### src/hdl/pcsf_pkg.sv
// shared types, constants and the command table of the command stream framer
package pcsf_pkg;

    localparam int FRAME_BYTES_DEF = 1024;
    localparam int QUEUE_DEPTH_DEF = 4;

    localparam int OFFSET_W = 10;

    localparam logic [7:0] ID_TOOL        = 8'd136;
    localparam logic [7:0] ID_DISPLAY     = 8'd149;
    localparam logic [7:0] ID_BUILD_START = 8'd153;
    localparam logic [7:0] BYTE_NUL       = 8'd0;

    typedef enum logic [2:0] {
        KIND_ID      = 3'd0,
        KIND_FIXED   = 3'd1,
        KIND_TOOLLEN = 3'd2,
        KIND_CHAR    = 3'd3,
        KIND_TERM    = 3'd4
    } t_kind;

    typedef enum logic {
        ERR_NONE    = 1'b0,
        ERR_UNKNOWN = 1'b1
    } t_err;

    // one classified byte, handed from the front through the queue to the back
    typedef struct packed {
        logic [7:0] cmd;
        logic [7:0] data;
        t_kind      kind;
        logic       eoc;
        t_err       err;
        logic       first;
    } t_tag;

    typedef struct packed {
        logic       found;
        logic [7:0] len;
    } t_lookup;

    // known command ids and the fixed bytes read before any length or string
    function automatic t_lookup cmd_lookup(input logic [7:0] id);
        t_lookup r;
        r.found = 1'b1;
        r.len   = 8'd0;
        case (id)
            8'd0, 8'd1, 8'd2, 8'd3, 8'd4, 8'd7, 8'd8, 8'd9, 8'd10, 8'd11,
            8'd12, 8'd13, 8'd14, 8'd15, 8'd16, 8'd17, 8'd18, 8'd19, 8'd20,
            8'd21, 8'd22, 8'd23, 8'd24, 8'd27, 8'd112: r.len = 8'd0;
            8'd131, 8'd132: r.len = 8'd7;
            8'd133, 8'd148, 8'd149, 8'd153: r.len = 8'd4;
            8'd134, 8'd137, 8'd143, 8'd144, 8'd151, 8'd152, 8'd154,
            8'd156: r.len = 8'd1;
            8'd135, 8'd141, 8'd146, 8'd147: r.len = 8'd5;
            8'd136, 8'd138, 8'd145, 8'd150: r.len = 8'd2;
            8'd139: r.len = 8'd24;
            8'd140: r.len = 8'd20;
            8'd142: r.len = 8'd25;
            8'd155: r.len = 8'd31;
            default: begin
                r.found = 1'b0;
                r.len   = 8'd0;
            end
        endcase
        return r;
    endfunction

endpackage

### src/hdl/pcsf_front.sv
// front end: command parser that classifies each accepted byte
module pcsf_front (
    input  logic                  i_clk,
    input  logic                  i_rst_n,
    input  logic                  i_push,
    input  logic [7:0]            i_byte,
    input  logic                  i_full,
    output logic                  o_push,
    output pcsf_pkg::t_tag        o_tag
);

    typedef enum logic [4:0] {
        PH_IDLE      = 5'b00001,
        PH_FIXED     = 5'b00010,
        PH_TOOL_LEN  = 5'b00100,
        PH_TOOL_DATA = 5'b01000,
        PH_STRING    = 5'b10000
    } t_phase;

    t_phase     r_phase, n_phase;
    logic [7:0] r_cmd, n_cmd;
    logic [7:0] r_rem, n_rem;
    logic [7:0] rem_dec;
    pcsf_pkg::t_lookup lk;
    pcsf_pkg::t_tag    tag;

    function automatic t_phase after_fixed(input logic [7:0] cmd);
        t_phase p;
        if (cmd == pcsf_pkg::ID_TOOL) begin
            p = PH_TOOL_LEN;
        end else if (cmd == pcsf_pkg::ID_DISPLAY || cmd == pcsf_pkg::ID_BUILD_START) begin
            p = PH_STRING;
        end else begin
            p = PH_IDLE;
        end
        return p;
    endfunction

    assign o_push = i_push && !i_full;
    assign o_tag  = tag;

    always_comb begin
        n_phase   = r_phase;
        n_cmd     = r_cmd;
        n_rem     = r_rem;
        rem_dec   = r_rem - 8'd1;
        lk        = pcsf_pkg::cmd_lookup(i_byte);
        tag.cmd   = r_cmd;
        tag.data  = i_byte;
        tag.kind  = pcsf_pkg::KIND_FIXED;
        tag.eoc   = 1'b0;
        tag.err   = pcsf_pkg::ERR_NONE;
        tag.first = 1'b0;
        case (r_phase)
            PH_FIXED: begin
                n_rem = rem_dec;
                if (rem_dec == 8'd0) begin
                    n_phase = after_fixed(r_cmd);
                    tag.eoc = (n_phase == PH_IDLE);
                end
            end
            PH_TOOL_LEN: begin
                tag.kind = pcsf_pkg::KIND_TOOLLEN;
                n_rem    = i_byte;
                if (i_byte == 8'd0) begin
                    n_phase = PH_IDLE;
                    tag.eoc = 1'b1;
                end else begin
                    n_phase = PH_TOOL_DATA;
                end
            end
            PH_TOOL_DATA: begin
                n_rem = rem_dec;
                if (rem_dec == 8'd0) begin
                    n_phase = PH_IDLE;
                    tag.eoc = 1'b1;
                end
            end
            PH_STRING: begin
                if (i_byte == pcsf_pkg::BYTE_NUL) begin
                    tag.kind = pcsf_pkg::KIND_TERM;
                    tag.eoc  = 1'b1;
                    n_phase  = PH_IDLE;
                end else begin
                    tag.kind = pcsf_pkg::KIND_CHAR;
                end
            end
            default: begin
                // idle: this byte is a command id
                tag.first = 1'b1;
                tag.kind  = pcsf_pkg::KIND_ID;
                tag.cmd   = i_byte;
                n_cmd     = i_byte;
                if (!lk.found) begin
                    tag.err = pcsf_pkg::ERR_UNKNOWN;
                    tag.eoc = 1'b1;
                    n_rem   = 8'd0;
                    n_phase = PH_IDLE;
                end else begin
                    n_rem   = lk.len;
                    n_phase = (lk.len != 8'd0) ? PH_FIXED : after_fixed(i_byte);
                    tag.eoc = (n_phase == PH_IDLE);
                end
            end
        endcase
    end

    always_ff @(posedge i_clk) begin
        if (!i_rst_n) begin
            r_phase <= PH_IDLE;
            r_cmd   <= 8'd0;
            r_rem   <= 8'd0;
        end else if (o_push) begin
            r_phase <= n_phase;
            r_cmd   <= n_cmd;
            r_rem   <= n_rem;
        end
    end

endmodule

### src/hdl/pcsf_queue.sv
// short queue of classified items between the front and the back
module pcsf_queue #(
    parameter int DEPTH = pcsf_pkg::QUEUE_DEPTH_DEF
) (
    input  logic           i_clk,
    input  logic           i_rst_n,
    input  logic           i_push,
    input  pcsf_pkg::t_tag i_tag,
    input  logic           i_pop,
    output pcsf_pkg::t_tag o_tag,
    output logic           o_full,
    output logic           o_empty
);

    localparam int AW = (DEPTH > 1) ? $clog2(DEPTH) : 1;
    localparam int CW = $clog2(DEPTH + 1);
    localparam logic [AW-1:0] LAST  = AW'(DEPTH - 1);
    localparam logic [CW-1:0] DEPTH_C = CW'(DEPTH);

    pcsf_pkg::t_tag r_mem [DEPTH];
    logic [AW-1:0]  r_wptr, r_rptr;
    logic [CW-1:0]  r_cnt;
    logic           do_push, do_pop;

    assign o_full  = (r_cnt == DEPTH_C);
    assign o_empty = (r_cnt == '0);
    assign do_push = i_push && !o_full;
    assign do_pop  = i_pop && !o_empty;
    assign o_tag   = r_mem[r_rptr];

    always_ff @(posedge i_clk) begin
        if (do_push) begin
            r_mem[r_wptr] <= i_tag;
        end
    end

    always_ff @(posedge i_clk) begin
        if (!i_rst_n) begin
            r_wptr <= '0;
            r_rptr <= '0;
            r_cnt  <= '0;
        end else begin
            if (do_push) begin
                r_wptr <= (r_wptr == LAST) ? '0 : r_wptr + AW'(1);
            end
            if (do_pop) begin
                r_rptr <= (r_rptr == LAST) ? '0 : r_rptr + AW'(1);
            end
            case ({do_push, do_pop})
                2'b10:   r_cnt <= r_cnt + CW'(1);
                2'b01:   r_cnt <= r_cnt - CW'(1);
                default: r_cnt <= r_cnt;
            endcase
        end
    end

endmodule

### src/hdl/pcsf_back.sv
// back end: frame offset counter and output register
module pcsf_back #(
    parameter int FRAME_BYTES = pcsf_pkg::FRAME_BYTES_DEF
) (
    input  logic           i_clk,
    input  logic           i_rst_n,
    input  logic           i_q_empty,
    input  pcsf_pkg::t_tag i_q_tag,
    output logic           o_q_pop,
    input  logic           i_pop,
    output logic           o_empty,
    output logic [7:0]     o_command_id,
    output logic [7:0]     o_data_byte,
    output logic [9:0]     o_byte_offset,
    output logic [2:0]     o_byte_kind,
    output logic           o_end_of_command,
    output logic           o_error_code
);

    localparam int LW = $clog2(FRAME_BYTES);
    localparam int CW = (LW > pcsf_pkg::OFFSET_W) ? LW : pcsf_pkg::OFFSET_W;
    localparam logic [CW-1:0] LIMIT = CW'(FRAME_BYTES - 1);

    logic           r_vld;
    logic [CW-1:0]  r_off, n_off;
    pcsf_pkg::t_tag r_tag;
    logic           load;

    assign load    = !i_q_empty && (!r_vld || i_pop);
    assign o_q_pop = load;
    assign n_off   = i_q_tag.first ? '0 : ((r_off < LIMIT) ? r_off + CW'(1) : LIMIT);

    always_ff @(posedge i_clk) begin
        if (!i_rst_n) begin
            r_vld <= 1'b0;
            r_off <= '0;
        end else begin
            if (load) begin
                r_vld <= 1'b1;
                r_off <= n_off;
            end else if (i_pop) begin
                r_vld <= 1'b0;
            end
        end
    end

    always_ff @(posedge i_clk) begin
        if (load) begin
            r_tag <= i_q_tag;
        end
    end

    assign o_empty          = !r_vld;
    assign o_command_id     = r_tag.cmd;
    assign o_data_byte      = r_tag.data;
    assign o_byte_offset    = r_off[pcsf_pkg::OFFSET_W-1:0];
    assign o_byte_kind      = r_tag.kind;
    assign o_end_of_command = r_tag.eoc;
    assign o_error_code     = r_tag.err;

endmodule

### src/hdl/printer_command_stream_framer.sv
// top level of the printer command stream framer
//
//  channel   | handshake          | fields
//  ----------+--------------------+-----------------------------------------------
//  input     | push / full        | i_stream_byte
//  result    | empty / pop        | o_command_id, o_data_byte, o_byte_offset,
//            |                    | o_byte_kind, o_end_of_command, o_error_code
//
// one item per cycle in and out when not stalled; each input byte gives exactly one result
// each result goes through the queue into the output register, loaded once the output is free
// the parser state only advances on the push edge, so bytes follow back to back
// full rises only when the inner queue holds QUEUE_DEPTH items behind a stalled pop
// synchronous active-low reset returns the parser to idle and empties the queue
module printer_command_stream_framer #(
    parameter int FRAME_BYTES = pcsf_pkg::FRAME_BYTES_DEF,
    parameter int QUEUE_DEPTH = pcsf_pkg::QUEUE_DEPTH_DEF
) (
    input  logic       i_clk,
    input  logic       i_rst_n,
    // input side
    input  logic       push,
    output logic       full,
    input  logic [7:0] i_stream_byte,
    // result side
    output logic       empty,
    input  logic       pop,
    output logic [7:0] o_command_id,
    output logic [7:0] o_data_byte,
    output logic [9:0] o_byte_offset,
    output logic [2:0] o_byte_kind,
    output logic       o_end_of_command,
    output logic       o_error_code
);

    // front to queue
    logic           f_push;
    pcsf_pkg::t_tag f_tag;
    // queue to back
    logic           q_empty, q_pop;
    pcsf_pkg::t_tag q_tag;

    // parser: classifies each byte as it is accepted
    pcsf_front u_front (
        .i_clk   (i_clk),
        .i_rst_n (i_rst_n),
        .i_push  (push),
        .i_byte  (i_stream_byte),
        .i_full  (full),
        .o_push  (f_push),
        .o_tag   (f_tag)
    );

    // decouples the parser from a stalled consumer
    pcsf_queue #(
        .DEPTH (QUEUE_DEPTH)
    ) u_queue (
        .i_clk   (i_clk),
        .i_rst_n (i_rst_n),
        .i_push  (f_push),
        .i_tag   (f_tag),
        .i_pop   (q_pop),
        .o_tag   (q_tag),
        .o_full  (full),
        .o_empty (q_empty)
    );

    // offset tracking and the registered result
    pcsf_back #(
        .FRAME_BYTES (FRAME_BYTES)
    ) u_back (
        .i_clk            (i_clk),
        .i_rst_n          (i_rst_n),
        .i_q_empty        (q_empty),
        .i_q_tag          (q_tag),
        .o_q_pop          (q_pop),
        .i_pop            (pop),
        .o_empty          (empty),
        .o_command_id     (o_command_id),
        .o_data_byte      (o_data_byte),
        .o_byte_offset    (o_byte_offset),
        .o_byte_kind      (o_byte_kind),
        .o_end_of_command (o_end_of_command),
        .o_error_code     (o_error_code)
    );

endmodule

### config.mk
export PLATFORM = sky130hd
export DESIGN_NAME = printer_command_stream_framer
export DESIGN_NICKNAME = d
export VERILOG_FILES = /design/src/hdl/pcsf_pkg.sv /design/src/hdl/pcsf_front.sv /design/src/hdl/pcsf_queue.sv /design/src/hdl/pcsf_back.sv /design/src/hdl/printer_command_stream_framer.sv
export SDC_FILE = /design/constraint.sdc
export NUM_CORES = 1
export LEC_CHECK = 0
export BUFFER_PORTS_ARGS = -buffer_cell sky130_fd_sc_hd__buf_2
export CAP_MARGIN = 20
export CORE_AREA = 10 10 151 153
export DETAILED_ROUTE_END_ITERATION = 12
export DIE_AREA = 0 0 161 163
export GPL_TIMING_DRIVEN = 0
export HOLD_SLACK_MARGIN = 0.15
export PLACE_DENSITY = 0.59
export SLEW_MARGIN = 10
export SYNTH_ARGS = -nofsm -noshare
export SYNTH_HDL_FRONTEND = slang
export SYNTH_HIERARCHICAL = 1
export SYNTH_SLANG_ARGS = --single-unit
### constraint.sdc
create_clock -name i_clk -period 4.5 [get_ports i_clk]
set_clock_uncertainty 0.2 [all_clocks]
set_input_delay 0.9 -clock i_clk [delete_from_list [all_inputs] [get_ports i_clk]]
set_output_delay 0.9 -clock i_clk [all_outputs]
set_load 0.05 [all_outputs]
# Yosys cells after proc, flatten, opt, wreduce, memory -nomap -nowiden
# Memories as Yosys holds them, arrays and structs flattened. A register that Yosys moved wholly into a read port is not among the register bits.
# Index checks and enable logic that the tools add are counted.
# W data, S select, Z words.
# op_classes
eq_ne	67
n_reduce_logical	27
n_lt_le_gt_ge	1
addsub	6
muxes	40
bitwise_logic	1
# ops
cell	count
$eq A8 B8 Y1 const B	29
$eq A8 B5 Y1 const B	10
$mux W5	14
$eq A8 B4 Y1 const B	8
$reduce_or A51 Y1	1
$pmux W5 S9	1
$pmux W8 S3	1
$mux W10	2
$pmux W5 S4	1
$eq A8 B2 Y1 const B	2
$eq A8 B3 Y1 const B	2
$logic_not A8 Y1	2
$reduce_or A4 Y1	4
$add A10 B1 Y10 const B	1
$eq A5 B1 Y1 const B	2
$lt A10 B10 Y1 const B	1
$mux W1	10
$mux W2	5
$pmux W3 S3	1
$eq A8 B1 Y1 const B	1
$eq A8 B7 Y1 const B	1
$mux W8	1
$reduce_bool A8 Y1	1
$reduce_or A8 Y1	1
25 further kinds	40
# word_totals
reg_bits	60
input_bits	12
memories	1
elab_cells	156
ram_bits	88
output_inout_bits	33
# memory_table
name	words	word_bits	read_ports	rd_ports_with_merged_regs	wr	line_no	rtl
u_queue.r_mem	4	22	1	1	1	pcsf_queue.sv:20	pcsf_pkg::t_tag r_mem [DEPTH];

# Logic depth before layout (Yosys ltp)
# Gate-level depths: netlist of run 1.
# logic_depth
word_depth	10
mapped_depth	13
mapped_depth_nobuf	10

# Hierarchy
# The synthesis of run 1 kept the hierarchy.
# by_module_without_submodules
module	seq_area_each_um2	cells_per_inst	instances	area_per_inst_um2
pcsf_queue	2822.7	170	1	3672.3
pcsf_front	420.4	228	1	1843.0
pcsf_back	850.8	99	1	1333.8

# Least setup slack after synthesis of run 1
# No wires, ideal clock.
# synth_timing
kind	input -> register
from	in pop
to	reg u_queue.r_cnt[2]
cell_stages	11
path_slack_ns	0.383
setup_ns	0.076
arrival_time_ns	3.841
required_time_ns	4.224
n_path_buf	1
cell_sequence	nor2b_1 > clkbuf_1 > nor2_1 > o31ai_1 > inv_1 > ha_1 > inv_1 > fa_1 > xor2_1 > or3_1 > a21boi_0
# synth_between
elab_chain_cells	5
word_cells_on_any_way	7
classes_between	2 x eq/ne; 1 x mux; 4 x reduce/logical
# synth_lines
item	line_no	rtl
from (decl)	printer_command_stream_framer.sv:26	input logic pop,
$logic_or A1 B1 Y1 (*)	pcsf_back.sv:29	assign load = !i_q_empty && (!r_vld || i_pop);
$logic_and A1 B1 Y1 (*)	pcsf_back.sv:29	
net q_pop	printer_command_stream_framer.sv:39	logic q_empty, q_pop;
$logic_and A1 B1 Y1 (*)	pcsf_queue.sv:28	assign do_pop = i_pop && !o_empty;
$eq A2 B1 Y1 or $eq A2 B2 Y1 (tied branches)	pcsf_queue.sv:49	case ({do_push, do_pop})
$pmux W3 S2 or $reduce_bool A2 Y1 (tied branches)	n/a	
to (signal assigned)	pcsf_queue.sv:50	2'b10: r_cnt <= r_cnt + CW'(1);
to (signal assigned)	pcsf_queue.sv:51	2'b01: r_cnt <= r_cnt - CW'(1);
to (signal assigned)	pcsf_queue.sv:52	default: r_cnt <= r_cnt;
to (decl)	pcsf_queue.sv:22	logic [CW-1:0] r_cnt;
# Mark *: on every way through the listed nets, which the timed path passes. The rest lies on a longest branch.
# A chain may end at the register's enable or synchronous reset.

# Final worst setup path of run 1
# layout_timing
from	reg u_queue.r_cnt[2]
to	reg u_queue.r_cnt[2]
# layout_between
elab_chain_cells	6
word_cells_on_any_way	14
classes_between	2 x add/sub; 3 x eq/ne; 1 x mux; 8 x reduce/logical
# layout_lines
item	line_no	rtl
$eq A3 B3 Y1 (*)	pcsf_queue.sv:25	assign o_full = (r_cnt == DEPTH_C);
$logic_not A1 Y1 (*)	pcsf_front.sv:39	assign o_push = i_push && !i_full;
$logic_and A1 B1 Y1 (*)	pcsf_front.sv:39	
net f_push	printer_command_stream_framer.sv:36	logic f_push;
$logic_and A1 B1 Y1 (*)	pcsf_queue.sv:27	assign do_push = i_push && !o_full;
$eq A2 B1 Y1 or $eq A2 B2 Y1 (tied branches)	pcsf_queue.sv:49	
$pmux W3 S2 or $reduce_bool A2 Y1 (tied branches)	n/a	
# Marked as above.

==> impl_metrics.py, run 1 <==
metrics = {
    "synth": {
        "synth_nets": 519,
        "netlist_area_mm2": 0.00685,
        "syn_inst": 497,
        "netlist.area_leader.share": 0.478,
        "yosys-top-cells-area": "edfxtp_1 48%, dfxtp_1 12%, mux4_2 6.6%",
        "syn_area_per_cell_um2": 13.8,
        "synth_top_family_by_area": "simple AND/OR/NAND/NOR gates",
        "synth.yosys.seq_area_share": 0.598,
        "synth-compound-area-share": 0.110,
        "ys_types": 81,
        "async_reset_ff_frac": 0,
        "yosys.area_share.xor_xnor": 0.0141,
        "synth-edff-count": 109,
        "yosys.area_share.adder": 0.0194,
        "synth-simple-area-share": 0.120,
        "yosys_warnings": 6,
        "synth_largest_area_cell": "edfxtp_1",
        "flip_flop_and_latch_count_after_synthesis": 150,
        "synth.mux.area_fraction": 0.0939,
        "ys.flop_type": "edfxtp_1",
    },
    "detailed_routing": {
        "drt-initial-drc-count": 240,
        "routed_wl_um": 14400,
        "routed-via-count": 4409,
        "detail_route.wl_per_cell_um": 17.0,
        "detail_route.first_pass.iterations": 6,
        "vias_per_cell": 5.21,
        "number_of_nets_with_antenna_violations_after_detailed_routing": 0,
        "drcViolationCount": 0,
    },
    "clock_tree": {
        "cts_setup_buffers": 0,
        "tritoncts": "yes",
        "postCtsResizedCells": 0,
        "cts.clk_slew.worst_paths_ns": 0.06,
        "cts.sink_count": 150,
        "clock_tree.buffer_depth": 2,
        "cts-hold-fix-buffers": 0,
        "cts_inserted_buffers": 17,
        "clock_insertion_delay_worst_skew_ns": 0.41,
        "root_buffer": "clkbuf_16",
        "h-tree-depth": 4,
    },
    "sta": {
        "final_min_period_over_clock_period": 0.806,
        "finalHoldViolations": 0,
        "worst_pin_slew_ns": 0.783,
        "tns_ns": 0,
        "timing.max_slew.rel_slack": 0.471,
        "setup_repair_after_global_routing_missed_its_margin": "false",
        "clock.fmax_mhz": 276,
        "final_critical_path_setup_slack_ns": 0.875,
        "time_the_final_worst_path_needs_with_i_o_delays_and_setup_ns": 3.63,
        "setup_viol": 0,
        "finalMaxSlewViolations": 0,
    },
    "global_routing": {
        "grt_antenna_before_repair": 0,
        "wire_length_of_the_first_global_routing_pass_um": 23500,
        "vias_in_the_first_global_route": 4450,
        "grt_overflow": 0,
        "pin_count_of_the_biggest_net_entering_global_routing": 17,
        "grt_use_total": 0.111,
    },
    "cells_and_area": {
        "syn_to_final_growth_pct": 17.3,
        "multiInputGateArea_mm2": 0.00245,
        "area.sequential_mm2": 0.00409,
        "final-instance-count-excl-fill": 847,
        "utilization": 0.404,
        "final_layout_size_suffix_gt1_frac": 0.265,
        "finalInstanceArea_mm2": 0.00803,
        "num_antenna_cells": 0,
        "fillers": 1885,
        "layout.nets": 586,
    },
    "worst_setup_path": {
        "criticalPathCategory": "reg2reg",
        "crit_path_slowest_cell": "fa_1",
        "timing.critical_path.buf_inv": 5,
        "r2r_cells": 13,
        "series_of_cell_instances_along_the_critical_path": "nor3b_2, clkbuf_1, nor2b_1, clkbuf_1, nor2b_1, buf_2, inv_1, ha_1, inv_1, fa_1, xor2_1, or3_1, a21boi_0",
        "setup.reg_to_reg.worst_slack_ns": 0.87,
        "cp_top_family": "simple AND/OR/NAND/NOR gates",
        "critical_path.reg2reg.startpoint": "u_queue/r_cnt[2]",
        "crit_path_start_kind": "register",
        "max_stage_delay_ns": 0.45,
        "r2r-end": "u_queue/r_cnt[2]",
        "worst-endpoint-arrival_ns": 3.77,
        "critical_path.endpoint_type": "register",
        "critical_path.max_fanout": 10,
        "worst-endpoint-required_ns": 4.64,
    },
    "floorplanning": {
        "die_height_um": 163,
        "rows": 52,
        "floorplan.initialDensity": 0.344,
        "die_w_um": 161,
        "io_pins": 45,
        "die-area_mm2": 0.0262,
        "placeableCoreArea_mm2": 0.0199,
    },
    "placed_design": {
        "dpl_cell_area_mm2": 0.00748,
        "place.detailed.hpwl_um": 10300,
        "dp_cells": 815,
        "port-buffer-count": 43,
        "dp_slack_ns": 0.705,
        "place.gp.congestion": 0.830,
    },
    "min_path": {
        "hp-class": "reg2reg",
        "hold_path_startpoint": "u_queue/r_wptr[1]",
        "timing.hold.worst_endpoint": "u_queue/r_wptr[1]",
        "hold-path-cell-count": 2,
    },
    "status": {
        "outcome": "complete, no violations",
    },
    "pwr": {
        "leakage_dissipation_nw": 2.76,
        "power_density_mw_per_mm2": 547,
        "vdd_ir_drop_max_mv": 0.209,
    },
    "job": {
        "drv.max_cap_violation_count": 0,
    },
}
cells in the mapped netlist (all sizes together) (5+ instances only):
cell / count
edfxtp: 109
dfxtp: 41
o21ai: 25
nand2: 23
buf: 22
mux4: 22
nor2: 19
inv: 18
clkbuf: 17
nand3: 11
nor2b: 10
a211oi: 9
ha: 9
or2: 9
a21oi: 8
and2: 8
mux2: 8
o311a: 8
nand4: 7
nor3: 6
xor2: 6
a31oi: 5
mux2i: 5
nand2b: 5
nor4: 5
o2111ai: 5
xnor2: 5
final cells by class:
| class | instances | share of cell area |
|---|---|---|
| well taps | 270 | 0.0420 |
| clock buffers | 18 | 0.0534 |
| flip-flops and latches | 150 | 0.510 |
| clock inverters | 14 | 0.0156 |
| plain buffers | 39 | 0.0290 |
| multi-input cells | 289 | 0.305 |
| repair buffers | 48 | 0.0361 |
| inverters | 19 | 0.00888 |
worst max path at each step:
stage | startpoint | to | depth (start not counted)
global placement | pop | u_queue/r_cnt[2] | 12
CTS | u_queue/r_cnt[2] | u_queue/r_cnt[2] | 13
floorplan | pop | u_queue/r_cnt[2] | 11
finish | u_queue/r_cnt[2] | u_queue/r_cnt[2] | 13
detailed placement | pop | u_queue/r_cnt[2] | 12
global route | u_queue/r_cnt[2] | u_queue/r_cnt[2] | 13
cell usage in the layout, fill, tap and decap left out, types with 4 or more instances in the layout:
cell and count:
o2111ai_1 5, buf_8 5, nand4_1 6, mux2i_1 5, a22oi_1 4, nand2b_1 5
clkbuf_1 18, o31a_1 4, dfxtp_1 41, o311a_1 8, nand2_1 23, buf_4 9
clkinvlp_4 4, and2_1 8, mux2_2 8, or3_1 4, a21oi_1 7, nand3_1 10
inv_1 18, nor4_1 4, xor2_1 6, clkbuf_16 17, or2_2 9, a211oi_1 6
buf_6 6, ha_1 9, o21ai_0 21, buf_2 49, nor3_1 6, a31oi_1 5
and4b_1 4, nor2b_1 10, mux4_2 20, nor2_1 18, xnor2_1 5, edfxtp_1 109
per-layer routing:
| layer | routed length, um | vias to the layer above | track usage |
|---|---|---|---|
| met5 | 0 | - | 0 |
| met3 | 554 | 18 | 0.0265 |
| li1 | - | 2069 | - |
| met2 | 7350 | 87 | 0.191 |
| met1 | 6290 | 2235 | 0.131 |
| met4 | 221 | 0 | 0.0484 |
power breakdown:
group / internal [mW] / switching [mW] / total, mW
clock: 0.762 / 0.557 / 1.32
combinational: 0.362 / 0.836 / 1.20
sequential: 1.79 / 0.0830 / 1.88
worst register-to-register path: stages (launching register included):
cell	delay, ns
dfxtp_1	0.39
nor3b_2	0.30
clkbuf_1	0.41
nor2b_1	0.19
clkbuf_1	0.28
nor2b_1	0.20
buf_2	0.16
inv_1	0.06
ha_1	0.18
inv_1	0.08
fa_1	0.45
xor2_1	0.17
or3_1	0.31
a21boi_0	0.16
sequential cells by signal, summed over array words and instances (netlist names), 3 cells and up, named ones only:
| name | count |
|---|---|
| u_front/r_cmd | 8 |
| u_queue/r_cnt | 3 |
| u_back/o_byte_kind | 3 |
| u_back/o_command_id | 8 |
| u_queue/r_mem | 88 |
| u_back/o_data_byte | 8 |
| u_back/o_byte_offset | 10 |
| u_front/r_phase | 5 |
| u_front/r_rem | 8 |
stage by stage:
stage	power, mW	hold slack (ns)
after floorplan	2.79	0.268
after global placement	3.05	0.280
after detailed placement	3.12	0.300
after CTS	4.45	0.308
after global routing	4.60	0.327
final	4.39	0.301
logic make-up (layout without fill, tap and decap cells):
logic type / Yosys count / count (layout)
multiplexers: 35 / 35
AO/OA/AOI/OAI: 98 / 98
flip-flops: 150 / 150
buffers and inverters: 58 / 138
adder cells (fa/ha/maj): 10 / 10
XOR/XNOR: 11 / 11
AND/OR/NAND/NOR: 135 / 135
Note: power is estimated with default switching activity, not from simulation.
==> run 2, diff against run 1 <==
==> constraint.sdc (replaced) <==
create_clock -name i_clk -period 3.4 [get_ports i_clk]
set_clock_uncertainty 0.2 [all_clocks]
set_input_delay 0.68 -clock i_clk [delete_from_list [all_inputs] [get_ports i_clk]]
set_output_delay 0.68 -clock i_clk [all_outputs]
set_load 0.05 [all_outputs]
==> impl_metrics.py, run 2 (synthesis gave the netlist of run 1 again) <==
metrics = {
    "status": {
        "outcome": "complete, no violations",
    },
    "pwr": {
        "leakage_dissipation_nw": 2.80,
        "power_density_mw_per_mm2": 739,
        "vdd_ir_drop_max_mv": 0.297,
    },
    "sta": {
        "worst_pin_slew_ns": 0.688,
        "setup_viol": 0,
        "finalMaxSlewViolations": 0,
        "final_min_period_over_clock_period": 0.906,
        "timing.max_slew.rel_slack": 0.541,
        "setup_repair_after_global_routing_missed_its_margin": "false",
        "time_the_final_worst_path_needs_with_i_o_delays_and_setup_ns": 3.08,
        "finalHoldViolations": 0,
        "clock.fmax_mhz": 325,
        "tns_ns": 0,
    },
    "worst_setup_path": {
        "crit_path_start_kind": "register",
        "critical_path.endpoint_type": "register",
        "criticalPathCategory": "reg2reg",
        "worst-endpoint-arrival_ns": 3.23,
        "worst-endpoint-required_ns": 3.54,
        "critical_path.max_fanout": 12,
    },
    "global_routing": {
        "wire_length_of_the_first_global_routing_pass_um": 23700,
        "grt_antenna_before_repair": 0,
        "vias_in_the_first_global_route": 4409,
        "grt_use_total": 0.113,
        "grt_overflow": 0,
        "pin_count_of_the_biggest_net_entering_global_routing": 26,
    },
    "clock_tree": {
        "cts.clk_slew.worst_paths_ns": 0.06,
        "root_buffer": "clkbuf_16",
        "h-tree-depth": 4,
        "clock_insertion_delay_worst_skew_ns": 0.42,
        "clock_tree.buffer_depth": 2,
        "cts.sink_count": 150,
        "tritoncts": "yes",
        "cts_inserted_buffers": 17,
    },
    "detailed_routing": {
        "routed-via-count": 4369,
        "drcViolationCount": 0,
        "detail_route.first_pass.iterations": 7,
        "drt-initial-drc-count": 294,
        "routed_wl_um": 14900,
        "detail_route.wl_per_cell_um": 17.5,
        "vias_per_cell": 5.16,
        "number_of_nets_with_antenna_violations_after_detailed_routing": 0,
    },
    "cells_and_area": {
        "final_cell_mix": "109 x edfxtp_1, 50 x buf_2, 41 x dfxtp_1, 23 x nand2_1, 21 x o21ai_0",
        "largest_register": "u_queue/r_mem",
        "layout.nets": 586,
        "largest_register_ffs": 88,
        "utilization": 0.406,
        "final-instance-count-excl-fill": 847,
        "syn_to_final_growth_pct": 18.0,
        "num_antenna_cells": 0,
        "finalInstanceArea_mm2": 0.00808,
        "final_layout_size_suffix_gt1_frac": 0.276,
        "layout.cells.most_common": "edfxtp_1",
    },
    "job": {
        "drv.max_cap_violation_count": 0,
    },
    "floorplanning": {
        "die_height_um": 163,
        "rows": 52,
        "die-area_mm2": 0.0262,
        "io_pins": 45,
        "die_w_um": 161,
        "placeableCoreArea_mm2": 0.0199,
        "floorplan.initialDensity": 0.344,
    },
    "placed_design": {
        "dpl_cell_area_mm2": 0.00748,
        "place.gp.congestion": 0.847,
        "dp_cells": 814,
        "port-buffer-count": 43,
        "place.detailed.hpwl_um": 10300,
    },
    "min_path": {
        "hp-class": "in2reg",
    },
}
-- run 2: cell types whose count changed in the layout (fill, tap and decap cells not counted), moves of 2 or more --
cell,before,now
clkinv_4,3,0
clkinvlp_4,4,2
clkbuf_1,18,15
clkinv_1,3,1
inv_6,3,5
clkinv_2,1,3
inv_8,0,3
-- run 2: timing repair --
item                                    4_1_cts  5_1_grt
hold buffers                                  0        0
cloned                                        0        1
buffers inserted                              0        1
resized for setup                             1        2
endpoints found under the setup margin        1        2
pin swaps                                     0        1
-- run 2: path summary, 6_finish.rpt --
| path | startpoint | end | slack (ns) | cells after the start |
|---|---|---|---|---|
| max | u_queue/r_cnt[2] | u_queue/r_cnt[2] | 0.32 | 12 |
| min | i_stream_byte[4] | u_queue/r_mem[2][10] | 0.26 | 1 |
| max reg2reg | u_queue/r_cnt[2] | u_queue/r_cnt[2] | 0.32 | 12 |
| min reg2reg | u_queue/r_wptr[1] | u_queue/r_wptr[1] | 0.32 | 2 |
-- run 2: cell type report --
cell class | count | area, um^2
fill | 1881 | 11800
inverter | 19 | 71.3
tap | 270 | 338
buffer | 38 | 230
multi-input combinational | 290 | 2470
timing repair buffer | 48 | 283
clock buffer | 17 | 425
clock inverter | 15 | 168
sequential | 150 | 4090
-- run 2: per-layer routing --
metal | vias up | global-route usage | part of all wire
li1 | 2071 | - | -
met4 | 0 | 0.0405 | 0.0094
met2 | 118 | 0.194 | 0.51
met1 | 2166 | 0.135 | 0.43
met5 | - | 0 | 0
met3 | 14 | 0.0298 | 0.048
-- run 2: worst max-delay path, stage by stage, from the launching register on --
cell and delay, ns:
dfxtp_1 0.39, nor3b_4 0.28, buf_2 0.28, nor2b_2 0.17, nor2b_1 0.17, buf_2 0.16
inv_1 0.06, ha_1 0.16, inv_1 0.07, fa_1 0.44, xor2_1 0.16, or3_1 0.31
a21boi_0 0.16
-- run 2: through the flow --
step | hold slack (ns) | setup slack [ns] | total power, mW
2_1_floorplan | 0.268 | 0.00790 | 3.70
3_3_place_gp | 0.280 | -0.204 | 4.05
3_5_place_dp | 0.314 | -0.289 | 4.13
4_1_cts | 0.240 | 0.0219 | 6.01
5_1_grt | 0.241 | 0.0342 | 6.25
6_report | 0.260 | 0.318 | 5.98
-- run 2: where the power goes --
part | internal (mW) | total [mW] | leakage (nW) | switching (mW)
logic | 0.474 | 1.60 | 1.19 | 1.13
registers | 2.38 | 2.49 | 1.32 | 0.118
clock network | 1.10 | 1.88 | 0.291 | 0.779
total | 3.95 | 5.98 | 2.80 | 2.02
